### config.mk
export PLATFORM = sky130hd
export DESIGN_NAME = mbb_ctrl
export DESIGN_NICKNAME = d
export VERILOG_FILES = /design/src/rtl/mbb_pkg.sv /design/src/rtl/mbb_ctrl.sv
export VERILOG_INCLUDE_DIRS = /design/src /design/src/rtl
export SDC_FILE = /design/constraint.sdc
export NUM_CORES = 1
export LEC_CHECK = 0
export ABC_AREA = 0
export BUFFER_PORTS_ARGS = -buffer_cell sky130_fd_sc_hd__buf_4
export CORE_AREA = 2 2 39 41
export DETAILED_ROUTE_END_ITERATION = 6
export DIE_AREA = 0 0 41 43
export PLACE_DENSITY_LB_ADDON = 0.3
export SLEW_MARGIN = 20
export SYNTH_ARGS = -nofsm -noshare
export SYNTH_HDL_FRONTEND = slang
export SYNTH_SLANG_ARGS = --single-unit
### constraint.sdc
create_clock -name clk_i -period 1.69 [get_ports clk_i]
set_input_delay 0.169 -clock clk_i [delete_from_list [all_inputs] [get_ports clk_i]]
set_output_delay 0.169 -clock clk_i [all_outputs]
set_load 0.01 [all_outputs]
### src/rtl/mono_bitmap_blit_engine_assert.svh
`ifndef MONO_BITMAP_BLIT_ENGINE_ASSERT_SVH
`define MONO_BITMAP_BLIT_ENGINE_ASSERT_SVH

// Same-cycle implication, off while reset is asserted.
`define MBB_ASSERT_IMPLY(lbl, clk, rst_n, ante, cons, msg) \
  lbl: assert property (@(posedge clk) disable iff (!rst_n) (ante) |-> (cons)) \
    else $error(msg);

// Next-cycle implication, off while reset is asserted.
`define MBB_ASSERT_NEXT(lbl, clk, rst_n, ante, cons, msg) \
  lbl: assert property (@(posedge clk) disable iff (!rst_n) (ante) |=> (cons)) \
    else $error(msg);

`endif

### src/rtl/mbb_pkg.sv
package mbb_pkg;

  localparam int unsigned MaxWidthDef   = 64;
  localparam int unsigned MaxHeightDef  = 64;
  localparam int unsigned NumBitmapsDef = 4;

  localparam int unsigned OpW     = 3;
  localparam int unsigned IdxW    = 2;
  localparam int unsigned PosW    = 6;
  localparam int unsigned SizeW   = 7;
  localparam int unsigned CfgIdxW = 1;

  localparam logic [CfgIdxW-1:0] CfgRegWidth  = 1'b0;
  localparam logic [CfgIdxW-1:0] CfgRegHeight = 1'b1;
  localparam logic [SizeW-1:0]   SizeResetVal = 7'd64;

  typedef enum logic [OpW-1:0] {
    OpWritePix = 3'd0,
    OpReadPix  = 3'd1,
    OpCopy     = 3'd2,
    OpMirCol   = 3'd3,
    OpMirRow   = 3'd4,
    OpRotate   = 3'd5,
    OpOr       = 3'd6,
    OpXor      = 3'd7
  } op_e;

  // Controller to datapath.
  typedef struct packed {
    logic load;        // latch the command fields
    logic check;       // capture bounds status, clear read value
    logic wr_pixel;    // single-pixel write
    logic rd_capture;  // take the read pixel from the read port
    logic issue;       // walk one pixel or row
  } ctrl_cmd_t;

  // Datapath to controller.
  typedef struct packed {
    logic err;
    logic is_write;
    logic is_read;
    logic empty;
    logic walk_last;
  } dp_stat_t;

endpackage

### src/rtl/mbb_ctrl.sv
`include "mono_bitmap_blit_engine_assert.svh"

module mbb_ctrl
  import mbb_pkg::*;
(
  input  logic      clk_i,
  input  logic      rst_ni,
  input  logic      start_i,
  input  dp_stat_t  stat_i,
  output ctrl_cmd_t cmd_o,
  output logic      busy_o,
  output logic      done_o
);

  typedef enum logic [2:0] {
    StIdle,
    StCheck,
    StReadWait,
    StWalk,
    StDrain
  } state_e;

  state_e state_q;
  logic   done_q;

  always_ff @(posedge clk_i or negedge rst_ni) begin
    if (!rst_ni) begin
      state_q <= StIdle;
      done_q  <= 1'b0;
    end else begin
      done_q <= 1'b0;
      unique case (state_q)
        StIdle: begin
          if (start_i) state_q <= StCheck;
        end
        StCheck: begin
          priority if (stat_i.err || stat_i.is_write || stat_i.empty) begin
            state_q <= StIdle;
            done_q  <= 1'b1;
          end else if (stat_i.is_read) begin
            state_q <= StReadWait;
          end else begin
            state_q <= StWalk;
          end
        end
        StReadWait: begin
          state_q <= StIdle;
          done_q  <= 1'b1;
        end
        StWalk: begin
          if (stat_i.walk_last) state_q <= StDrain;
        end
        StDrain: begin
          state_q <= StIdle;
          done_q  <= 1'b1;
        end
        default: state_q <= StIdle;
      endcase
    end
  end

  always_comb begin
    cmd_o.load       = start_i && (state_q == StIdle);
    cmd_o.check      = (state_q == StCheck);
    cmd_o.wr_pixel   = (state_q == StCheck) && !stat_i.err && stat_i.is_write;
    cmd_o.rd_capture = (state_q == StReadWait);
    cmd_o.issue      = (state_q == StWalk);
  end

  assign busy_o = (state_q != StIdle);
  assign done_o = done_q;

  `MBB_ASSERT_IMPLY(a_done_idle, clk_i, rst_ni, done_q, state_q == StIdle,
                    "result strobe while a command is running")
  `MBB_ASSERT_NEXT(a_done_pulse, clk_i, rst_ni, done_q, !done_q,
                   "result strobe longer than one cycle")
  `MBB_ASSERT_NEXT(a_walk_drain, clk_i, rst_ni, (state_q == StWalk) && stat_i.walk_last,
                   state_q == StDrain, "last walk step not followed by drain")

endmodule

==> results of run 1 <==
==> kinds of logic (layout without fill, tap and decap cells) <==
kind of cell / after synthesis / in the layout
xor+xnor: 1 / 1
buf+inv: 2 / 19
simple gates: 12 / 12
compound gates: 4 / 4
flops: 4 / 4
==> worst register-to-register path, delay by kind of cell (launching register included) <==
family          cells  cell delay [ns]
flops               1             0.46
compound gates      2             0.28
simple gates        1             0.57
==> final cells by class <==
type	count	share of cell area, %
repair buffers	15	29.8
inverters	1	0.971
well taps	16	5.18
clock buffers	3	5.83
flip-flops and latches	4	26.2
multi-input cells	17	32.0
==> worst max-delay path by stage <==
stage | to | slack, ns | cells after the start
floorplan | state_q[0]$_DFFE_PN0P_ | 0.30 | 4
global placement | cmd_o[4] | 0.29 | 3
detailed placement | cmd_o[4] | 0.27 | 3
CTS | cmd_o[4] | 0.02 | 3
global route | cmd_o[4] | 0.0001 | 3
finish | cmd_o[4] | 0.08 | 3
==> layout by cell type (no fill, tap or decap), drive strengths merged <==
cell type / instances
o32ai: 1
and3: 1
o21ai: 1
dfrtp: 4
a21oi: 1
nor2: 2
dlygate4sd3: 1
nor3: 1
inv: 1
buf: 14
or2b: 1
or3: 1
xnor2: 1
nor2b: 1
nor4b: 1
nor3b: 1
and2: 1
clkbuf: 3
nand2b: 1
a21o: 1
or4: 1
==> sequential cells by signal, indices dropped and copies added, names as in the netlist <==
register  flops
done_o        1
state_q       3
==> layer usage <==
layer  vias to the layer above  GRT usage (%)
met5                         -              0
li1                        116              -
met1                        96           10.7
met3                         0           4.71
met2                         8           11.9
met4                         0           10.0
==> what timing repair did <==
action                                 in CTS  in global routing
buffers inserted                            0                  0
gates resized for setup                     0                  2
hold buffers                                1                  0
endpoints found under the hold margin       4                  0
setup endpoints to repair                   0                  1
==> stage by stage <==
stage               setup WS (ns)  instance area, um^2
floorplan                   0.298                  236
global placement            0.287                  350
detailed placement          0.267                  350
CTS                        0.0184                  383
global route            0.0000963                  387
finish                     0.0763                  387
==> power breakdown <==
part,internal [mW],switching (mW)
Sequential,0.103,0.00672
Clock,0.0794,0.0379
Combinational,0.0423,0.0319
==> impl_results.md, run 1 <==
* Outcome: complete, no violations
* RSZ-0062 raised after global routing: false
* Synth Flop Type: dfrtp_1
* Fin cells at 56
* Wire length on met3 at 27 um
* Delay of the slowest critical-path stage at 0.51 ns
* Worst path cell trace: or3_2, nor2_2, buf_4
* Capturing point of the worst reg2reg path: state_q[0]$_DFFE_PN0P_
* Congestion Overflow GR at 0
* Fill count at 160
* Number of synthesized flops with an enable pin at 0
* CP delay by family, top: simple AND/OR/NAND/NOR gates
* Tcrit/Tclk final at 95.5%
* #FFs+latches synth at 4
* Antenna violations before repair at 0
* Per-cell routed wire length at 11.1 um
* Worst slew pin tran at 0.283 ns
* Max_slew headroom at 80.8%
* Via count at 220
* Synth Net Count at 31
* Antenna diode count at 0
* Slew Viols, Final at 0
* Combinational family with the most area after synthesis: simple AND/OR/NAND/NOR gates
* Synth-to-Final Area Change at 63.5%
* Final clock skew at 0.00324 ns
* CTS H-tree depth at 1
* Final Hold Vio Count at 0
* GRT Util Overall at 9.56%
* Overall Power at 0.302 mW
* Crit start category: register
* CTS sink cnt at 4
* Final core utilization at 27.9%
* Via-per-instance ratio at 3.93
* Clock Root Buffer: clkbuf_4
* P per Cell Area at 780 mW/mm^2
* Max_cap viols at 0
* Detailed Route Iter0 Violations at 2
* Clock Latency Late Sink at 0.23 ns
* HP Start: stat_i[0]
* Starting density of the core at 17.1%
* Die area at 0.00176 mm^2
* Largest net degree at the start of global routing at 11
* Die Height at 43 um
* Cells on Worst Hold Path at 2
* Core footprint at 0.00138 mm^2
* Row cnt at 14
* Synth area leader: dfrtp_1
* Synthesized area at 236 um^2
* Final min period at 1.61 ns
* Detailed Route WL at 622 um
* Vias in the first global route at 223
* Critical path class: register to output port
* Crit path from: state_q[1]$_DFFE_PN0P_
* Worst hold slack at 0.210 ns
* Netlist cell types at 19
* WP data arrival at 1.44 ns
* CP required at 1.52 ns
* DRC at 0
* Dominant cells by area after synthesis: dfrtp_1 42%, buf_6 4.8%, or4_4 4.8%
* Post-Synth Adder-Cell Area at 0%
* Async SR Flop Fraction at 100%
* Synth Area in Simple Gates at 34.9%
* Setup-failing EPs final at 0
* Hold Path Sink: state_q[2]$_DFFE_PN0P_
* Yosys warns at 0
* Worst Path Buf+Inv at 1
* First-pass GRT wire length at 1.03 mm
* Top cell type's share of synthesized area at 42.3%
* Mapped Avg Cell Area at 10.3 um^2
* Post-route ant nets at 0
* Setup crit end kind: output port
* Reg-to-reg slack, setup at 0.32 ns
* WL met1 at 286 um
* Setup TNS at 0 ns
* Slowest stage cell, crit path: or3_2
* Compound-Gate Fraction of Synth Area at 12.7%
* I/O Pins at 15
* GP Congestion at 0.714
* Synth cell count leaders: 4 x dfrtp_1, 2 x nor2_1
* CTS Buf Count at 3
* Reg2reg start: state_q[1]$_DFFE_PN0P_
* Max Clock Freq at 620 MHz
* Clk slew on worst S/H paths at 0.04 ns
* Syn Inst Count at 23
* Leak at 0.192 nW
* Most frequent cell after synthesis: dfrtp_1
* Seq/Total Area, Yosys at 42.3%
* DR top layer: met3
* FF-to-FF path depth at 3
* Max VDD drop at 215 uV
* Drt pass-1 iters at 2
* Layout Nets at 50
* Tightest Hold Check Type: primary input to register
* Multi-input gate area at 124 um^2
* Crit-path max FO at 10
* Post-Synth XOR/XNOR Area at 3.70%
* CTS Buffer Depth at 2
* CTS tree: done
* Placed cells at 52
* Final HPWL DP at 473 um
* I/O Buffers at 14
* Met2 routed WL at 309 um
* Register area at 101 um^2
* Layout cell share with drive strength beyond 1 at 60.0%
* Die Wd at 41 um
* Multiplexer share of the synthesized area at 0%
No activity file was read; power rests on OpenSTA's default activity.
==> inputs of run 2 (changes only) <==
GPL_ROUTABILITY_DRIVEN = 0   (was not set)
REMOVE_ABC_BUFFERS = 1   (was not set)
==> run 2 against run 1 <==
  * Non-clock buffer count is 2 higher
  * Sequential cell count stayed put
  * Total power is 0.75% higher
  * Core utilization is 1.1 points higher
  * Sequential power hardly changed
  * Worst hold slack worse by 0.0013 ns
  * Register-to-register slack worse by 0.05 ns
  * Routed wire length is 4.7% lower
  * Clock power hardly changed
  * Critical path type unchanged
  * Largest power group unchanged
==> impl_results.md, run 2 (synthesized netlist as in run 1, its figures left out) <==
* Setup TNS at 0 ns
* CTS Buffer Depth at 2
* Max_slew headroom at 83.8%
* Clock Root Buffer: clkbuf_4
* FF-to-FF path depth at 4
* Post-route ant nets at 0
* First-pass GRT wire length at 814 um
* Via count at 240
* Fin cells at 58
* Most frequent cells in the layout: 16 x buf_4, 3 x clkbuf_4, 3 x dfrtp_1
* Die Wd at 41 um
* Starting density of the core at 17.1%
* Max VDD drop at 194 uV
* Detailed Route WL at 593 um
* Final Hold Vio Count at 0
* Max FFs per register at 3
* Antenna diode count at 0
* DRC at 0
* Tcrit/Tclk final at 93.2%
* GRT Util Overall at 7.37%
* RSZ-0062 raised after global routing: false
* Row cnt at 14
* P per Cell Area at 757 mW/mm^2
* CTS H-tree depth at 1
* Clock Latency Late Sink at 0.23 ns
* Antenna violations before repair at 0
* Cells on Worst Hold Path at 2
* Layout Nets at 52
* Worst slew pin tran at 0.240 ns
* Crit start category: register
* Final min period at 1.58 ns
* Die Height at 43 um
* Core footprint at 0.00138 mm^2
* Vias in the first global route at 212
* Placed cells at 52
* Die area at 0.00176 mm^2
* Drt pass-1 iters at 3
* Commonest non-fill, non-tap cell in the layout: buf_4
* WP data arrival at 1.41 ns
* Max Clock Freq at 635 MHz
* CTS Buf Count at 3
* Synth-to-Final Area Change at 69.8%
* Leak at 0.202 nW
* Setup-failing EPs final at 0
* I/O Buffers at 14
* CTS tree: done
* Layout cell share with drive strength beyond 1 at 61.9%
* Tightest Hold Check Type: primary input to register
* Dpl ws at 0.242 ns
* Congestion Overflow GR at 0
* Via-per-instance ratio at 4.14
* PnR worst setup slack at 0.115 ns
* Final HPWL DP at 428 um
* Critical path class: register to output port
* Max_cap viols at 0
* Slew Viols, Final at 0
* Outcome: complete, no violations
* I/O Pins at 15
* Setup crit end kind: output port
* Detailed Route Iter0 Violations at 2
* Per-cell routed wire length at 10.2 um
* CP required at 1.52 ns
* Top reg by flops: state_q
* Crit-path max FO at 4
* Clk slew on worst S/H paths at 0.04 ns
* Largest net degree at the start of global routing at 11
* CTS sink cnt at 4
* Overall Power at 0.304 mW
* Final clock skew at 0.000791 ns
* Final core utilization at 29.0%
## run 2: timing repair
item,CTS,global route
gates resized for setup,1,1
buffers inserted,0,2
hold buffers,1,0
endpoints found under the hold margin,4,0
setup endpoints to repair,1,1
pin swaps,0,0
## run 2: through the flow
stage,cell area [um^2],hold slack (ns)
6_report,402,0.209
5_1_grt,402,0.225
4_1_cts,384,0.209
3_5_place_dp,350,-0.0355
3_3_place_gp,350,-0.0339
2_1_floorplan,225,-0.127
## run 2: final timing paths
kind                       slack, ns                      to                   start
max in group asynchronous       1.32  state_q[1]$_DFFE_PN0P_                  rst_ni
max reg2reg                     0.27  state_q[0]$_DFFE_PN0P_  state_q[1]$_DFFE_PN0P_
max                             0.11                cmd_o[4]  state_q[1]$_DFFE_PN0P_
min reg2reg                     0.56        done_o$_DFF_PN0_  state_q[0]$_DFFE_PN0P_
min                             0.21  state_q[2]$_DFFE_PN0P_               stat_i[0]
min in group asynchronous       0.27  state_q[1]$_DFFE_PN0P_                  rst_ni
## run 2: report_power, final
part | internal [mW] | total, mW | switching [mW]
Combinational | 0.0442 | 0.0768 | 0.0326
Sequential | 0.103 | 0.109 | 0.00576
Clock | 0.0794 | 0.118 | 0.0385
## run 2: layout make-up
| type | instances | area [um^2] |
|---|---|---|
| well taps | 16 | 20.0 |
| fillers | 158 | 982 |
| multi-input cells | 17 | 124 |
| clock buffers | 3 | 22.5 |
| repair buffers | 17 | 130 |
| inverters | 1 | 3.75 |
| flip-flops and latches | 4 | 101 |
## run 2: layer usage
| layer | up-vias | wire length (um) | GRT usage (%) |
|---|---|---|---|
| met5 | - | 0 | 0 |
| met4 | 0 | 13 | 8.00 |
| met3 | 2 | 41 | 3.14 |
| met2 | 12 | 264 | 8.75 |
| met1 | 103 | 274 | 8.82 |
| li1 | 123 | - | - |
## run 2: worst max-delay path: stages, from the launching register on
cell     delay [ns]
dfrtp_2        0.42
or3_2          0.50
nor2_2         0.12
buf_4          0.13
